<file path="config.mk">
export PLATFORM = sky130hd
export DESIGN_NAME = sorted_deadline_queue_unit
export DESIGN_NICKNAME = d
export VERILOG_FILES = /design/src/rtl/sdq_pkg.sv /design/src/rtl/sdq_ram.sv /design/src/rtl/sdq_seq.sv /design/src/rtl/sorted_deadline_queue_unit.sv
export SDC_FILE = /design/constraint.sdc
export NUM_CORES = 1
export LEC_CHECK = 0
export ABC_AREA = 1
export BUFFER_PORTS_ARGS = -buffer_cell sky130_fd_sc_hd__buf_2
export CAP_MARGIN = 20
export CORE_MARGIN = 2
export CORE_UTILIZATION = 35
export CTS_BUF_LIST = sky130_fd_sc_hd__clkbuf_16
export CTS_CLUSTER_SIZE = 20
export DETAILED_ROUTE_END_ITERATION = 12
export GPL_TIMING_DRIVEN = 0
export PLACE_DENSITY_LB_ADDON = 0.12
export SLEW_MARGIN = 20
export SYNTH_ARGS = -nofsm -noshare
export SYNTH_HDL_FRONTEND = slang
export SYNTH_SLANG_ARGS = --single-unit
</file>
<file path="constraint.sdc">
create_clock -name clk -period 5 [get_ports clk]
set_clock_uncertainty 0.2 [all_clocks]
set_input_delay 1 -clock clk [delete_from_list [all_inputs] [get_ports clk]]
set_output_delay 1 -clock clk [all_outputs]
set_load 0.01 [all_outputs]
</file>
<file path="src/rtl/sdq_pkg.sv">
// Shared widths, request and status codes, and the result type of the sorted deadline queue.
package sdq_pkg;

  localparam int QUEUE_DEPTH_DEF = 16;
  localparam int ID_BITS_DEF     = 8;

  localparam int KEY_W     = 32;
  localparam int ID_PORT_W = 8;
  localparam int REQ_W     = 2;
  localparam int STATUS_W  = 2;

  localparam int IN_DATA_W  = 40;
  localparam int OUT_DATA_W = 40;

  localparam logic [REQ_W-1:0] REQ_INSERT  = 2'd0;
  localparam logic [REQ_W-1:0] REQ_EXTRACT = 2'd1;
  localparam logic [REQ_W-1:0] REQ_REMOVE  = 2'd2;

  localparam logic [STATUS_W-1:0] ST_OK        = 2'd0;
  localparam logic [STATUS_W-1:0] ST_EMPTY     = 2'd1;
  localparam logic [STATUS_W-1:0] ST_FULL      = 2'd2;
  localparam logic [STATUS_W-1:0] ST_NOT_FOUND = 2'd3;

  typedef struct packed {
    logic [STATUS_W-1:0]  status;
    logic [ID_PORT_W-1:0] rid;
    logic [KEY_W-1:0]     rkey;
  } sdq_res_t;

endpackage

</file>
<file path="src/rtl/sdq_ram.sv">
// Generic single-write, single-read RAM with a registered read port.
module sdq_ram #(
  parameter int WIDTH = 8,
  parameter int DEPTH = 16,
  localparam int AW = $clog2(DEPTH)
) (
  input  logic             clk,
  input  logic             we,
  input  logic [AW-1:0]    waddr,
  input  logic [WIDTH-1:0] wdata,
  input  logic [AW-1:0]    raddr,
  output logic [WIDTH-1:0] rdata
);

  logic [WIDTH-1:0] mem [DEPTH];
  logic [WIDTH-1:0] rdata_r;

  always_ff @(posedge clk) begin
    if (we) begin
      mem[waddr] <= wdata;
    end
    rdata_r <= mem[raddr];
  end

  assign rdata = rdata_r;

endmodule

</file>
<file path="src/rtl/sdq_seq.sv">
// Sequencer that walks the sorted list in RAM, one entry per read and compare step.
module sdq_seq #(
  parameter int QUEUE_DEPTH = sdq_pkg::QUEUE_DEPTH_DEF,
  parameter int ID_BITS     = sdq_pkg::ID_BITS_DEF
) (
  input  logic                        clk,
  input  logic                        rst_n,
  input  logic                        start,
  input  logic [sdq_pkg::REQ_W-1:0]   req_type,
  input  logic [sdq_pkg::KEY_W-1:0]   sort_key,
  input  logic [ID_BITS-1:0]          entry_id,
  output logic                        ready,
  output logic                        res_valid,
  input  logic                        res_ready,
  output sdq_pkg::sdq_res_t           res
);
  import sdq_pkg::*;

  localparam int AW = $clog2(QUEUE_DEPTH);
  localparam int CW = $clog2(QUEUE_DEPTH + 1);
  localparam int EW = KEY_W + ID_BITS;
  localparam logic [CW-1:0] ONE_C  = CW'(1);
  localparam logic [CW-1:0] FULL_C = CW'(QUEUE_DEPTH);

  typedef enum logic [8:0] {
    S_IDLE    = 9'b000000001,
    S_INS_RD  = 9'b000000010,
    S_INS_CMP = 9'b000000100,
    S_INS_WR  = 9'b000001000,
    S_FND_RD  = 9'b000010000,
    S_FND_CMP = 9'b000100000,
    S_SH_RD   = 9'b001000000,
    S_SH_CMP  = 9'b010000000,
    S_DONE    = 9'b100000000
  } state_t;

  state_t               state_r, state_nxt;
  logic [CW-1:0]        cnt_r, cnt_nxt;
  logic [CW-1:0]        ptr_r, ptr_nxt;
  logic [REQ_W-1:0]     req_r, req_nxt;
  logic [KEY_W-1:0]     key_r, key_nxt;
  logic [ID_BITS-1:0]   id_r, id_nxt;
  logic [STATUS_W-1:0]  st_r, st_nxt;
  logic [ID_PORT_W-1:0] rid_r, rid_nxt;
  logic [KEY_W-1:0]     rkey_r, rkey_nxt;

  logic                 wen;
  logic [AW-1:0]        waddr;
  logic [EW-1:0]        wdata;
  logic [AW-1:0]        raddr;
  logic [EW-1:0]        rdata;
  logic [KEY_W-1:0]     rd_key;
  logic [ID_BITS-1:0]   rd_id;
  logic [CW-1:0]        ptr_p1;
  logic [CW-1:0]        ptr_m1;
  logic                 key_ge;
  logic                 id_hit;

  sdq_ram #(
    .WIDTH (EW),
    .DEPTH (QUEUE_DEPTH)
  ) u_ram (
    .clk   (clk),
    .we    (wen),
    .waddr (waddr),
    .wdata (wdata),
    .raddr (raddr),
    .rdata (rdata)
  );

  assign rd_key = rdata[KEY_W-1:0];
  assign rd_id  = rdata[KEY_W +: ID_BITS];
  assign ptr_p1 = ptr_r + ONE_C;
  assign ptr_m1 = ptr_r - ONE_C;
  // Two compares: key order for inserts, handle match for removes (an extract takes the first entry).
  assign key_ge = (rd_key >= key_r);
  assign id_hit = (req_r == REQ_EXTRACT) || (rd_id == id_r);

  always_comb begin
    state_nxt = state_r;
    cnt_nxt   = cnt_r;
    ptr_nxt   = ptr_r;
    req_nxt   = req_r;
    key_nxt   = key_r;
    id_nxt    = id_r;
    st_nxt    = st_r;
    rid_nxt   = rid_r;
    rkey_nxt  = rkey_r;
    wen       = 1'b0;
    waddr     = ptr_r[AW-1:0];
    wdata     = {id_r, key_r};
    raddr     = ptr_r[AW-1:0];
    case (state_r)
      S_IDLE: begin
        if (start) begin
          req_nxt  = req_type;
          key_nxt  = sort_key;
          id_nxt   = entry_id;
          st_nxt   = ST_OK;
          rid_nxt  = '0;
          rkey_nxt = '0;
          ptr_nxt  = '0;
          case (req_type)
            REQ_INSERT: begin
              if (cnt_r == FULL_C) begin
                st_nxt    = ST_FULL;
                state_nxt = S_DONE;
              end else if (cnt_r == '0) begin
                state_nxt = S_INS_WR;
              end else begin
                // Walk from the tail toward the head, moving larger and equal keys up.
                ptr_nxt   = cnt_r - ONE_C;
                state_nxt = S_INS_RD;
              end
            end
            REQ_EXTRACT: begin
              if (cnt_r == '0) begin
                st_nxt    = ST_EMPTY;
                state_nxt = S_DONE;
              end else begin
                state_nxt = S_FND_RD;
              end
            end
            REQ_REMOVE: begin
              if (cnt_r == '0) begin
                st_nxt    = ST_NOT_FOUND;
                state_nxt = S_DONE;
              end else begin
                state_nxt = S_FND_RD;
              end
            end
            default: begin
              state_nxt = S_DONE;
            end
          endcase
        end
      end
      S_INS_RD: begin
        state_nxt = S_INS_CMP;
      end
      S_INS_CMP: begin
        wen   = 1'b1;
        waddr = ptr_p1[AW-1:0];
        if (key_ge) begin
          wdata = rdata;
          if (ptr_r == '0) begin
            state_nxt = S_INS_WR;
          end else begin
            ptr_nxt   = ptr_m1;
            state_nxt = S_INS_RD;
          end
        end else begin
          cnt_nxt   = cnt_r + ONE_C;
          state_nxt = S_DONE;
        end
      end
      S_INS_WR: begin
        wen       = 1'b1;
        cnt_nxt   = cnt_r + ONE_C;
        state_nxt = S_DONE;
      end
      S_FND_RD: begin
        state_nxt = S_FND_CMP;
      end
      S_FND_CMP: begin
        if (id_hit) begin
          rid_nxt  = ID_PORT_W'(rd_id);
          rkey_nxt = rd_key;
          ptr_nxt  = ptr_p1;
          if (ptr_p1 >= cnt_r) begin
            cnt_nxt   = cnt_r - ONE_C;
            state_nxt = S_DONE;
          end else begin
            state_nxt = S_SH_RD;
          end
        end else if (ptr_p1 == cnt_r) begin
          st_nxt    = ST_NOT_FOUND;
          state_nxt = S_DONE;
        end else begin
          ptr_nxt   = ptr_p1;
          state_nxt = S_FND_RD;
        end
      end
      S_SH_RD: begin
        state_nxt = S_SH_CMP;
      end
      S_SH_CMP: begin
        // Close the gap: the entry read here moves one place toward the head.
        wen     = 1'b1;
        waddr   = ptr_m1[AW-1:0];
        wdata   = rdata;
        ptr_nxt = ptr_p1;
        if (ptr_p1 == cnt_r) begin
          cnt_nxt   = cnt_r - ONE_C;
          state_nxt = S_DONE;
        end else begin
          state_nxt = S_SH_RD;
        end
      end
      S_DONE: begin
        if (res_ready) begin
          state_nxt = S_IDLE;
        end
      end
      default: begin
        state_nxt = S_IDLE;
      end
    endcase
  end

  always_ff @(posedge clk) begin
    if (!rst_n) begin
      state_r <= S_IDLE;
      cnt_r   <= '0;
    end else begin
      state_r <= state_nxt;
      cnt_r   <= cnt_nxt;
    end
    ptr_r  <= ptr_nxt;
    req_r  <= req_nxt;
    key_r  <= key_nxt;
    id_r   <= id_nxt;
    st_r   <= st_nxt;
    rid_r  <= rid_nxt;
    rkey_r <= rkey_nxt;
  end

  assign ready      = (state_r == S_IDLE);
  assign res_valid  = (state_r == S_DONE);
  assign res.status = st_r;
  assign res.rid    = rid_r;
  assign res.rkey   = rkey_r;

`ifndef NO_ASSERTIONS
  a_cnt_bound: assert property (@(posedge clk) disable iff (!rst_n)
    cnt_r <= FULL_C)
    else $error("entry count above queue depth");

  a_wr_states: assert property (@(posedge clk) disable iff (!rst_n)
    wen |-> (state_r == S_INS_CMP || state_r == S_INS_WR || state_r == S_SH_CMP))
    else $error("RAM write outside a write step");

  a_full_status: assert property (@(posedge clk) disable iff (!rst_n)
    (res_valid && res.status == ST_FULL) |-> (cnt_r == FULL_C))
    else $error("full status reported on a list with room");

  a_cnt_at_done: assert property (@(posedge clk) disable iff (!rst_n)
    (state_r != S_IDLE && !$stable(cnt_r)) |-> (state_r == S_DONE))
    else $error("entry count changed before the request finished");
`endif

endmodule

</file>
<file path="src/rtl/sorted_deadline_queue_unit.sv">
// Top level of the sorted deadline queue: stream ports, request sequencer and output register.
//
//  channel | direction | tdata fields (low bit up)         | tuser
//  in_     | slave     | sort_key[31:0], entry_id[39:32]   | req_type[1:0]
//  out_    | master    | out_id[7:0], out_key[39:8]        | status[1:0]
//
// Each request word visits list entries one at a time, because the list sits in one
// RAM with one read port and a registered read: a read step fetches an entry and a
// compare step checks it and writes it back. A new request word is taken only once
// the last one has handed its result on. A refused insert, an extract from an empty
// list and an unused request code go straight to the result.
// Reset clears the sequencer state, the entry count and the output valid flag; the RAM needs no clearing pass.
// A finished result waits in the output register while the next request word is
// taken; a stalled output holds up the sequencer only when a second result is ready.
module sorted_deadline_queue_unit #(
  parameter int QUEUE_DEPTH = sdq_pkg::QUEUE_DEPTH_DEF,
  parameter int ID_BITS     = sdq_pkg::ID_BITS_DEF
) (
  input  logic                             clk,
  input  logic                             rst_n,
  input  logic                             in_tvalid,
  output logic                             in_tready,
  input  logic [sdq_pkg::IN_DATA_W-1:0]    in_tdata,   // sort_key, entry_id
  input  logic [sdq_pkg::REQ_W-1:0]        in_tuser,   // req_type
  output logic                             out_tvalid,
  input  logic                             out_tready,
  output logic [sdq_pkg::OUT_DATA_W-1:0]   out_tdata,  // out_id, out_key
  output logic [sdq_pkg::STATUS_W-1:0]     out_tuser   // status
);
  import sdq_pkg::*;

  logic                 start;
  logic                 seq_ready;
  logic                 res_valid;
  logic                 res_ready;
  sdq_res_t             res;
  logic [ID_BITS-1:0]   req_id;

  logic                 out_valid_r, out_valid_nxt;
  sdq_res_t             out_res_r, out_res_nxt;

  // Handles are taken modulo the stored handle width.
  assign req_id    = ID_BITS'(in_tdata[KEY_W +: ID_PORT_W]);
  assign in_tready = seq_ready;
  assign start     = in_tvalid && seq_ready;

  sdq_seq #(
    .QUEUE_DEPTH (QUEUE_DEPTH),
    .ID_BITS     (ID_BITS)
  ) u_seq (
    .clk       (clk),
    .rst_n     (rst_n),
    .start     (start),
    .req_type  (in_tuser),
    .sort_key  (in_tdata[KEY_W-1:0]),
    .entry_id  (req_id),
    .ready     (seq_ready),
    .res_valid (res_valid),
    .res_ready (res_ready),
    .res       (res)
  );

  // The output register can take a new result when empty or when it drains this cycle.
  assign res_ready = !out_valid_r || out_tready;

  always_comb begin
    out_valid_nxt = out_valid_r;
    out_res_nxt   = out_res_r;
    if (res_valid && res_ready) begin
      out_valid_nxt = 1'b1;
      out_res_nxt   = res;
    end else if (out_tready) begin
      out_valid_nxt = 1'b0;
    end
  end

  always_ff @(posedge clk) begin
    if (!rst_n) begin
      out_valid_r <= 1'b0;
    end else begin
      out_valid_r <= out_valid_nxt;
    end
    out_res_r <= out_res_nxt;
  end

  assign out_tvalid = out_valid_r;
  assign out_tdata  = {out_res_r.rkey, out_res_r.rid};
  assign out_tuser  = out_res_r.status;

endmodule
</file>
======== Word-level counts from Yosys, hierarchy flattened ========
Memory sizes are Yosys's and may differ from the RTL's. A register that Yosys moved wholly into a read port is not among the register bits.
Index checks and enable logic that the tools add are counted.
word-level totals
  bits in registers ....................... 146
  bits in latches ......................... 0
  RAM bits ................................ 640
  ROM bits ................................ 0
  input port bits ......................... 46
  output and inout bits ................... 44
  memories kept ........................... 1
memories
  memory           depth  width  read ports  clocked after Yosys merged registers in  write ports  line           RTL
  u_seq.u_ram.mem  16     40     1           1                                        1            sdq_ram.sv:15  logic [WIDTH-1:0] mem [DEPTH];
cells by class
  $add $sub $neg .......................... 4
  $mul .................................... 0
  divide/modulo/power cells ............... 0
  order comparisons ....................... 2
  equal/unequal tests ..................... 26
  shift operators ......................... 0
  muxes and demuxes ....................... 49
  bitwise operators ....................... 0
  reductions and logical operators ........ 20
operators with widths
  operator                                                                number
  9-bit two-way mux                                                       9
  9-bit one-hot mux with 9 select lines                                   1
  40-bit one-hot mux with 2 select lines                                  1
  32-bit two-way mux                                                      2
  32-bit one-hot mux with 2 select lines                                  1
  5-bit two-way mux                                                       12
  40-bit two-way mux                                                      1
  5-bit one-hot mux with 4 select lines                                   2
  32-bit >= comparator                                                    1
  9-bit one-hot mux with 2 select lines                                   1
  8-bit two-way mux                                                       2
  8-bit one-hot mux with 2 select lines                                   1
  2-bit by 1-bit != test with 1-bit output (second input constant)        6
  5-bit by 1-bit adder with 5-bit output (second input constant)          2
  5-bit zero test                                                         2
  2-bit two-way mux                                                       5
  5-bit AND reduction                                                     2
  5-bit by 1-bit subtractor with 5-bit output (second input constant)     2
  9-bit by 1-bit equality test with 1-bit output (second input constant)  1
  9-bit by 2-bit equality test with 1-bit output (second input constant)  1
  9-bit by 3-bit equality test with 1-bit output (second input constant)  1
  9-bit by 4-bit equality test with 1-bit output (second input constant)  1
  9-bit by 5-bit equality test with 1-bit output (second input constant)  1
  9-bit by 6-bit equality test with 1-bit output (second input constant)  1
  other kinds (27)                                                        42

======== Logic depth before layout (Yosys ltp) ========
Gate-level depths: netlist of run 1.
  word-level depth ........................ 6
  mapped depth ............................ 19

======== Cells and area by module ========
A second synthesis of run 1 with hierarchy kept.
second synthesis, totals
  cells, all modules ...................... 3,379
  area total of the unflattened synthesis .. 35,655.4 µm²
by module, submodules not included
  module                      times used  cells each  area an instance (µm²)  sequential area each (µm²)
  sdq_ram                     1           2,643       28,318.4                20,019.2
  sdq_seq                     1           685         6,017.0                 2,952.8
  sorted_deadline_queue_unit  1           51          1,320.0                 1,281.2

======== Least setup slack after synthesis of run 1 ========
No wires, ideal clock.
  path kind ............................... reg-to-reg
  start point ............................. register u_seq.state_r[4]
  end point ............................... register u_seq.rid_r[0], enable pin
  library setup time ...................... 395 ps
  arrival ................................. 4,046 ps
  setup slack ............................. 360 ps
  cell stages (with the launch flop) ...... 8
  path buffers ............................ 0
  path through ............................ dfxtp_1 nor2_2 nand2_1 nor3_2 inv_1 nor2_1 o21ai_0 inv_1
on the way
  word-level cells in the longest chain between the ends .. 4
RTL lines
  item                                              line                              RTL
  start: declaration                                sdq_seq.sv:37                     state_t state_r, state_nxt;
  start signal: assignment                          sdq_seq.sv:216                    state_r <= state_nxt;
  9-bit by 1-bit equality test with 1-bit output *  sdq_seq.sv:228                    assign ready = (state_r == S_IDLE);
  via in_tready                                     sorted_deadline_queue_unit.sv:22  output logic in_tready,
  1-bit logical AND                                 sorted_deadline_queue_unit.sv:45  assign start = in_tvalid && seq_ready;
  2-bit != test (no line)                           n/a
  3-bit AND reduction (no line) *                   n/a
  end signal: assignment                            sdq_seq.sv:224                    rid_r <= rid_nxt;
  end: declaration                                  sdq_seq.sv:44                     logic [ID_PORT_W-1:0] rid_r, rid_nxt;
The timed path passes the listed nets; every way through them passes the cells marked *.
A chain may end at the register's enable or synchronous reset.

======== Worst setup path in the final report of run 1 ========
  start point ............................. register u_seq.ptr_r[0]
  end point ............................... memory u_seq.u_ram.mem[3][34] (netlist name), enable pin
on the way
  word-level cells in the longest chain between the ends .. 2
RTL lines
  item                                                                                                          line                          RTL
  start: declaration                                                                                            sdq_seq.sv:39                 logic [CW-1:0] ptr_r, ptr_nxt;
  start signal: assignment                                                                                      sdq_seq.sv:219                ptr_r <= ptr_nxt;
  5-bit by 1-bit subtractor with 5-bit output / 5-bit by 1-bit adder with 5-bit output (equally long branches)  sdq_seq.sv:74, sdq_seq.sv:73
  4-bit one-hot mux with 2 select lines *                                                                       sdq_seq.sv:93                 case (state_r)
  end: declaration                                                                                              sdq_ram.sv:15
Every way passes the cells marked *; elsewhere a longest branch is shown, timed or not.

==> results of run 1 <==
[layout make-up]
type / count / share of cell area [%]
Sequential cell: 826 / 62.0
Clock inverter: 78 / 1.66
Buffer: 146 / 1.57
Tap cell: 1254 / 4.01
Clock buffer: 92 / 5.89
Timing Repair Buffer: 167 / 4.50
Multi-Input combinational cell: 1384 / 19.1
Inverter: 130 / 1.26
Antenna cell: 1 / 0.00640
[placed cells by master, fill, tap and decap left out, types with 11 or more instances in the layout]
cell	instances
ha_1	45
nor2_1	403
buf_12	19
inv_1	148
buf_2	127
clkinv_1	21
nor2_4	20
nand3_1	75
o21ai_2	11
o221ai_1	130
edfxtp_1	771
nand2_1	186
dfxtp_1	55
o21ai_1	30
o21ai_0	330
clkinv_2	12
a21oi_1	26
buf_4	34
o22ai_1	36
o211ai_1	34
buf_16	23
clkbuf_1	97
clkbuf_16	92
[state kept, by name (all words and copies together) (netlist names)]
signal and flops:
out_tdata 40, out_tuser 2, out_tvalid 1, u_seq.cnt_r 5
u_seq.id_r 8, u_seq.key_r 32, u_seq.ptr_r 5, u_seq.req_r 2
u_seq.rid_r 8, u_seq.rkey_r 32, u_seq.st_r 2, u_seq.state_r 9
u_seq.u_ram.mem 640, u_seq.u_ram.rdata 40
[critical path, delay by kind of cell, from the launching register on]
family | cells | cell delay (ps)
adder cells (fa/ha/maj) | 1 | 330
flip-flops | 1 | 420
buffers and inverters | 7 | 2070
XOR/XNOR | 1 | 200
AO/OA/AOI/OAI | 2 | 370
AND/OR/NAND/NOR | 2 | 890
[repair_timing]
action                     4_1_cts  5_1_grt
setup endpoints to repair       37       42
resized for setup                1        1
buffers inserted                 0        2
pin swaps                        0        2
[per-stage QoR]
step	area (um2)	util, %	setup TNS [ps]	std cells	hold slack [ps]
floorplan	32600	-	0	2486	200
global placement	34700	37.3	-2318350	3829	201
detailed placement	36100	38.9	-2210	3905	205
CTS	39100	42.1	0	4075	218
global route	39100	42.1	0	4077	226
finish	39100	42.1	0	4078	216
[final timing paths]
kind                          from                endpoint  slack [ps]  cells after the start
setup reg to reg    u_seq.ptr_r[0]  u_seq.u_ram.mem[3][34]         150                     13
hold reg to reg   u_seq.rkey_r[13]           out_tdata[21]         220                      0
setup / recovery    u_seq.ptr_r[0]  u_seq.u_ram.mem[3][34]         150                     13
hold / removal    u_seq.rkey_r[13]           out_tdata[21]         220                      0
[logic make-up (layout without fill, tap and decap cells)]
family                   after synthesis  after routing
flip-flops                           826            826
AND/OR/NAND/NOR                      714            714
AO/OA/AOI/OAI                        607            607
XOR/XNOR                              18             18
adder cells (fa/ha/maj)               45             45
other                                  0              1
buffers and inverters                276            613
[routing by layer]
layer | part of all wire (%) | track usage [%] | vias to the layer above
li1 | - | - | 9716
met1 | 42 | 30.7 | 11100
met2 | 47 | 36.7 | 943
met3 | 7.6 | 4.40 | 184
met4 | 3.2 | 7.36 | 0
met5 | 0 | 0 | -
[power groups by stage]
stage	registers (mW)	clock network, mW	logic (mW)
after CTS	8.08	6.74	3.25
after global placement	8.25	0	3.09
after detailed placement	8.23	0	3.24
final	8.08	6.63	3.26
after global routing	8.11	7.03	3.54
after floorplan	8.18	0	1.74
==> impl_metrics.env, run 1 <==
export IMPL_ant_nets=0
export IMPL_synth_edff_count=771
export IMPL_cp_data_required_time_ps=5160
export IMPL_layout_drive_gt1_share_pct=13.7
export IMPL_internal_power_mw=12.6
export IMPL_p_switching_mw=5.39
export IMPL_place_ws_ps=-87.1
export IMPL_cts_sinks=826
export IMPL_regArea_um2=24300
export IMPL_ys_flop_type="edfxtp_1"
export IMPL_setup_viol=0
export IMPL_pwr_share_seq_pct=45.0
export IMPL_critical_path_max_stage_delay_ps=600
export IMPL_p_leak_nw=13.6
export IMPL_critPathKind="register to register"
export IMPL_clkSlewWorstSetupHoldPaths_ps=60
export IMPL_ir_worst_vdd_mv=0.256
export IMPL_cts_tree="built"
export IMPL_p_per_area_nw_per_um2=459
export IMPL_die_w_um=309
export IMPL_synth_compound_area_share_pct=11.3
export IMPL_crit_top_cell="buf_2"
export IMPL_synth_area_um2=32600
export IMPL_cts_buffers=91
export IMPL_clk_latency_ps=680
export IMPL_ctsHtreeMaxLevel=3
export IMPL_syn_avg_cell_area_um2=13.1
export IMPL_syn_to_final_growth_pct=19.8
export IMPL_antenna_found_initial=6
export IMPL_drc_errors=0
export IMPL_finalWirelength_mm=109
export IMPL_gp_congestion=0.811
export IMPL_synth_xor_area_share_pct=0.483
export IMPL_syn_nets=2577
export IMPL_p_sw_share_pct=30.0
export IMPL_grt_pass1_wl_mm=154
export IMPL_synth_warnings=0
export IMPL_worst_path_max_delay_cell="nor2_4"
export IMPL_syn_inst=2486
export IMPL_synthAdderAreaFrac_pct=1.72
export IMPL_grt_pass1_vias=21500
export IMPL_synth_most_common_cell="edfxtp_1"
export IMPL_setup_worst_path_end_class="register"
export IMPL_rsz0062_at_grt="no"
export IMPL_track_usage_pct=22.7
export IMPL_core_um2=92900
export IMPL_synth_common_cells="edfxtp_1 (771), nor2_1 (421), o21ai_0 (370), nand2_1 (186), o221ai_1 (130)"
export IMPL_dp_hpwl_mm=73.9
export IMPL_nNetsFinal=2837
export IMPL_gr_total_overflow=0
export IMPL_slew_headroom_pct=28.3
export IMPL_nFillCells=8622
export IMPL_hold_violations=0
export IMPL_drt_iter0_markers=2689
export IMPL_grt_max_degree=23
export IMPL_rows=112
export IMPL_yosys_register_bits=826
export IMPL_synth_cell_types=39
export IMPL_period_share_pct=97.0
export IMPL_path_cells="buf_2 -> buf_4 -> inv_2 -> buf_2 -> buf_2 -> ha_1 -> xnor2_1 -> o22ai_1 -> a21oi_1 -> nand2_1 -> nor2_4 -> buf_8 -> buf_16"
export IMPL_die_h_um=309
export IMPL_p_comb_share_pct=18.1
export IMPL_crit_path_start_kind="register"
export IMPL_finalPower_mw=18.0
export IMPL_io_pins=90
export IMPL_yosysTopAreaCellShare_pct=70.9
export IMPL_multiInputGateArea_um2=7470
export IMPL_hold_class="register to register"
export IMPL_synth_top_family_by_area="compound AO/OA/AOI/OAI gates"
export IMPL_cp_arrival_ps=5010
export IMPL_path_max_fanout=12
export IMPL_via_count=22000
export IMPL_synth_mux_area_share_pct=0
export IMPL_netlist_top_cells_area="edfxtp_1 (71%), o21ai_0 (5.7%), nor2_1 (4.8%)"
export IMPL_portBuffers=89
export IMPL_clk_path_buf_depth=3
export IMPL_detail_route_wl_per_cell_um=26.7
export IMPL_cts_hold_buf=0
export IMPL_final_max_slew_viol_count=0
export IMPL_vias_per_cell=5.39
export IMPL_status="finished, final reports clean"
export IMPL_worstMarginPinSlew_ps=1080
export IMPL_yosysSeqAreaShare_pct=74.3
export IMPL_clock_power_share_pct=36.9
export IMPL_dr_pass1_iters=5
export IMPL_min_period_ps=4850
export IMPL_die_area_um2=95700
export IMPL_netlist_top_cell_by_area="edfxtp_1"
export IMPL_fmax_mhz=206
export IMPL_root_buffer="clkbuf_16"
export IMPL_max_cap_viol_count=0
export IMPL_synthSimpleGateAreaFrac_pct=8.85
export IMPL_async_flop_share_pct=0
export IMPL_worst_slack_ps=151
export IMPL_start_util_pct=35.1
Note: power is estimated with default switching activity, not from simulation.
==> run 2: changes to the inputs <==
- clock period: 5 -> 4.3 ns (I/O delays scaled with it)
==> run 2 against run 1 <==
  * Worst setup slack improved by 27 ps
  * Sequential cell count did not move
  * Die area unchanged
  * Via count rose by 0.44%
  * Final cell count grew 0.74%
  * Combinational power is 17% higher
  * Global-route usage increased by 0.084 points
  * Critical endpoint is now u_seq.u_ram.mem[11][25]
  * Largest power group unchanged
==> impl_metrics.env, run 2 (synthesized netlist as in run 1, its figures left out) <==
export IMPL_p_comb_share_pct=17.9
export IMPL_path_max_fanout=11
export IMPL_fmax_mhz=243
export IMPL_dr_wl_met3_mm=7.22
export IMPL_postPlaceCellArea_um2=36100
export IMPL_fin_cells=4108
export IMPL_hold_violations=0
export IMPL_regToRegStartpoint="u_seq.ptr_r[0]"
export IMPL_met1Wirelength_mm=47.5
export IMPL_reg2reg_depth=13
export IMPL_regMostFlops="u_seq.u_ram.mem"
export IMPL_ant_nets=0
export IMPL_nNetsFinal=2866
export IMPL_critPathKind="register to register"
export IMPL_hold_class="input port to register"
export IMPL_routed_top_layer="met4"
export IMPL_syn_to_final_growth_pct=21.1
export IMPL_p_sw_share_pct=29.4
export IMPL_io_pins=90
export IMPL_cp_data_required_time_ps=4460
export IMPL_layout_cells_most_common_list="edfxtp_1 (771), nor2_1 (403), o21ai_0 (330)"
export IMPL_internal_power_mw=15.1
export IMPL_clkSlewWorstSetupHoldPaths_ps=60
export IMPL_via_count=22100
export IMPL_r2r_end="u_seq.u_ram.mem[11][25]"
export IMPL_vias_per_cell=5.37
export IMPL_start_util_pct=35.1
export IMPL_cp_endpoint="u_seq.u_ram.mem[11][25]"
export IMPL_die_area_um2=95700
export IMPL_clk_path_buf_depth=3
export IMPL_p_per_area_nw_per_um2=539
export IMPL_slew_headroom_pct=29.2
export IMPL_finalWirelength_mm=109
export IMPL_dp_hpwl_mm=74.3
export IMPL_final_common_cell="edfxtp_1"
export IMPL_wl_met2_mm=51.6
export IMPL_rows=112
export IMPL_root_buffer="clkbuf_16"
export IMPL_cts_buffers=92
export IMPL_track_usage_pct=22.7
export IMPL_pwr_share_seq_pct=44.1
export IMPL_antenna_found_initial=4
export IMPL_clk_latency_ps=660
export IMPL_min_period_ps=4120
export IMPL_grt_pass1_wl_mm=156
export IMPL_max_cap_viol_count=0
export IMPL_status="finished, final reports clean"
export IMPL_crit_path_start_kind="register"
export IMPL_fin_setup_tns_ps=0
export IMPL_stdcell_area_um2=39500
export IMPL_cts_tree="built"
export IMPL_largest_reg_flops=640
export IMPL_ir_worst_vdd_mv=0.345
export IMPL_core_um2=92900
export IMPL_final_max_slew_viol_count=0
export IMPL_ctsHtreeMaxLevel=3
export IMPL_drt_iter0_markers=2471
export IMPL_gp_congestion=0.806
export IMPL_worstMarginPinSlew_ps=1060
export IMPL_die_h_um=309
export IMPL_setup_viol=0
export IMPL_critPathLaunch="u_seq.ptr_r[0]"
export IMPL_period_share_pct=95.8
export IMPL_r2r_slack_ps=180
export IMPL_drc_errors=0
export IMPL_p_leak_nw=13.8
export IMPL_grt_pass1_vias=22100
export IMPL_clock_power_share_pct=38.1
export IMPL_layout_drive_gt1_share_pct=15.0
export IMPL_dp_cells=3904
export IMPL_cts_sinks=826
export IMPL_portBuffers=89
export IMPL_dr_pass1_iters=6
export IMPL_die_w_um=309
export IMPL_place_ws_ps=-663
export IMPL_worst_slack_ps=178
export IMPL_p_switching_mw=6.26
export IMPL_setup_worst_path_end_class="register"
export IMPL_cp_arrival_ps=4280
export IMPL_rsz0062_at_grt="no"
export IMPL_gr_total_overflow=0
export IMPL_grt_max_degree=23
export IMPL_detail_route_wl_per_cell_um=26.6
run 2: changes by cell type in the layout (fill, tap and decap cells not counted), sizes merged:
cell,change
clkbuf,+2
buf,+28
bufinv,+6
inv,-7
clkinv,-1
clkinvlp,+2
run 2: per-stage QoR:
step	total power [mW]	util, %	hold slack (ps)
floorplan	11.5	-	200
CTS	21.4	42.5	140
global placement	13.2	37.3	200
finish	21.3	42.6	173
global route	22.1	42.6	147
detailed placement	13.3	38.8	205
run 2: how the worst min path moves through the flow:
stage	from	cells after the start	slack [ps]	end
3_5_place_dp	u_seq.rkey_r[3]	0	200	out_tdata[11]
2_1_floorplan	u_seq.rid_r[0]	0	200	out_tdata[0]
6_report	in_tdata[26]	1	170	u_seq.key_r[26]
5_1_grt	in_tdata[23]	1	150	u_seq.key_r[23]
3_3_place_gp	u_seq.rkey_r[9]	0	200	out_tdata[17]
4_1_cts	in_tdata[24]	1	140	u_seq.key_r[24]
run 2: layer usage:
metal,GRT usage [%],up-vias
met2,37.5,873
met4,6.19,0
li1,-,9770
met5,0,-
met3,3.51,170
met1,31.3,11300
run 2: area by class of cell:
cell class / instances / area, um2
Buffer: 145 / 621
Tap cell: 1254 / 1570
Clock inverter: 78 / 772
Clock buffer: 94 / 2350
Inverter: 130 / 492
Antenna cell: 1 / 2.50
Timing Repair Buffer: 196 / 2000
Fill cell: 8507 / 53400
Multi-Input combinational cell: 1384 / 7470
Sequential cell: 826 / 24300
run 2: power groups by stage:
| stage | combinational (mW) | sequential [mW] | clock (mW) |
|---|---|---|---|
| final | 3.81 | 9.40 | 8.11 |
| after floorplan | 2.02 | 9.51 | 0 |
| after global placement | 3.60 | 9.59 | 0 |
| after global routing | 4.15 | 9.43 | 8.55 |
| after CTS | 3.80 | 9.40 | 8.24 |
| after detailed placement | 3.78 | 9.56 | 0 |
run 2: repair_timing:
| action | CTS | global route |
|---|---|---|
| hold buffers | 0 | 0 |
| pin swaps | 16 | 0 |
| setup buffers | 32 | 0 |
| gates resized for setup | 5 | 3 |
| endpoints found under the setup margin | 1165 | 40 |
run 2: worst max-delay path, cell delays in order, from the launching register on:
cell,delay (ps)
edfxtp_1,440
clkbuf_4,280
buf_4,260
inv_2,240
buf_6,250
buf_4,250
ha_1,310
xnor2_1,200
o22ai_1,140
a21oi_1,260
nand2_1,320
nor2_4,280
buf_16,190
buf_16,160
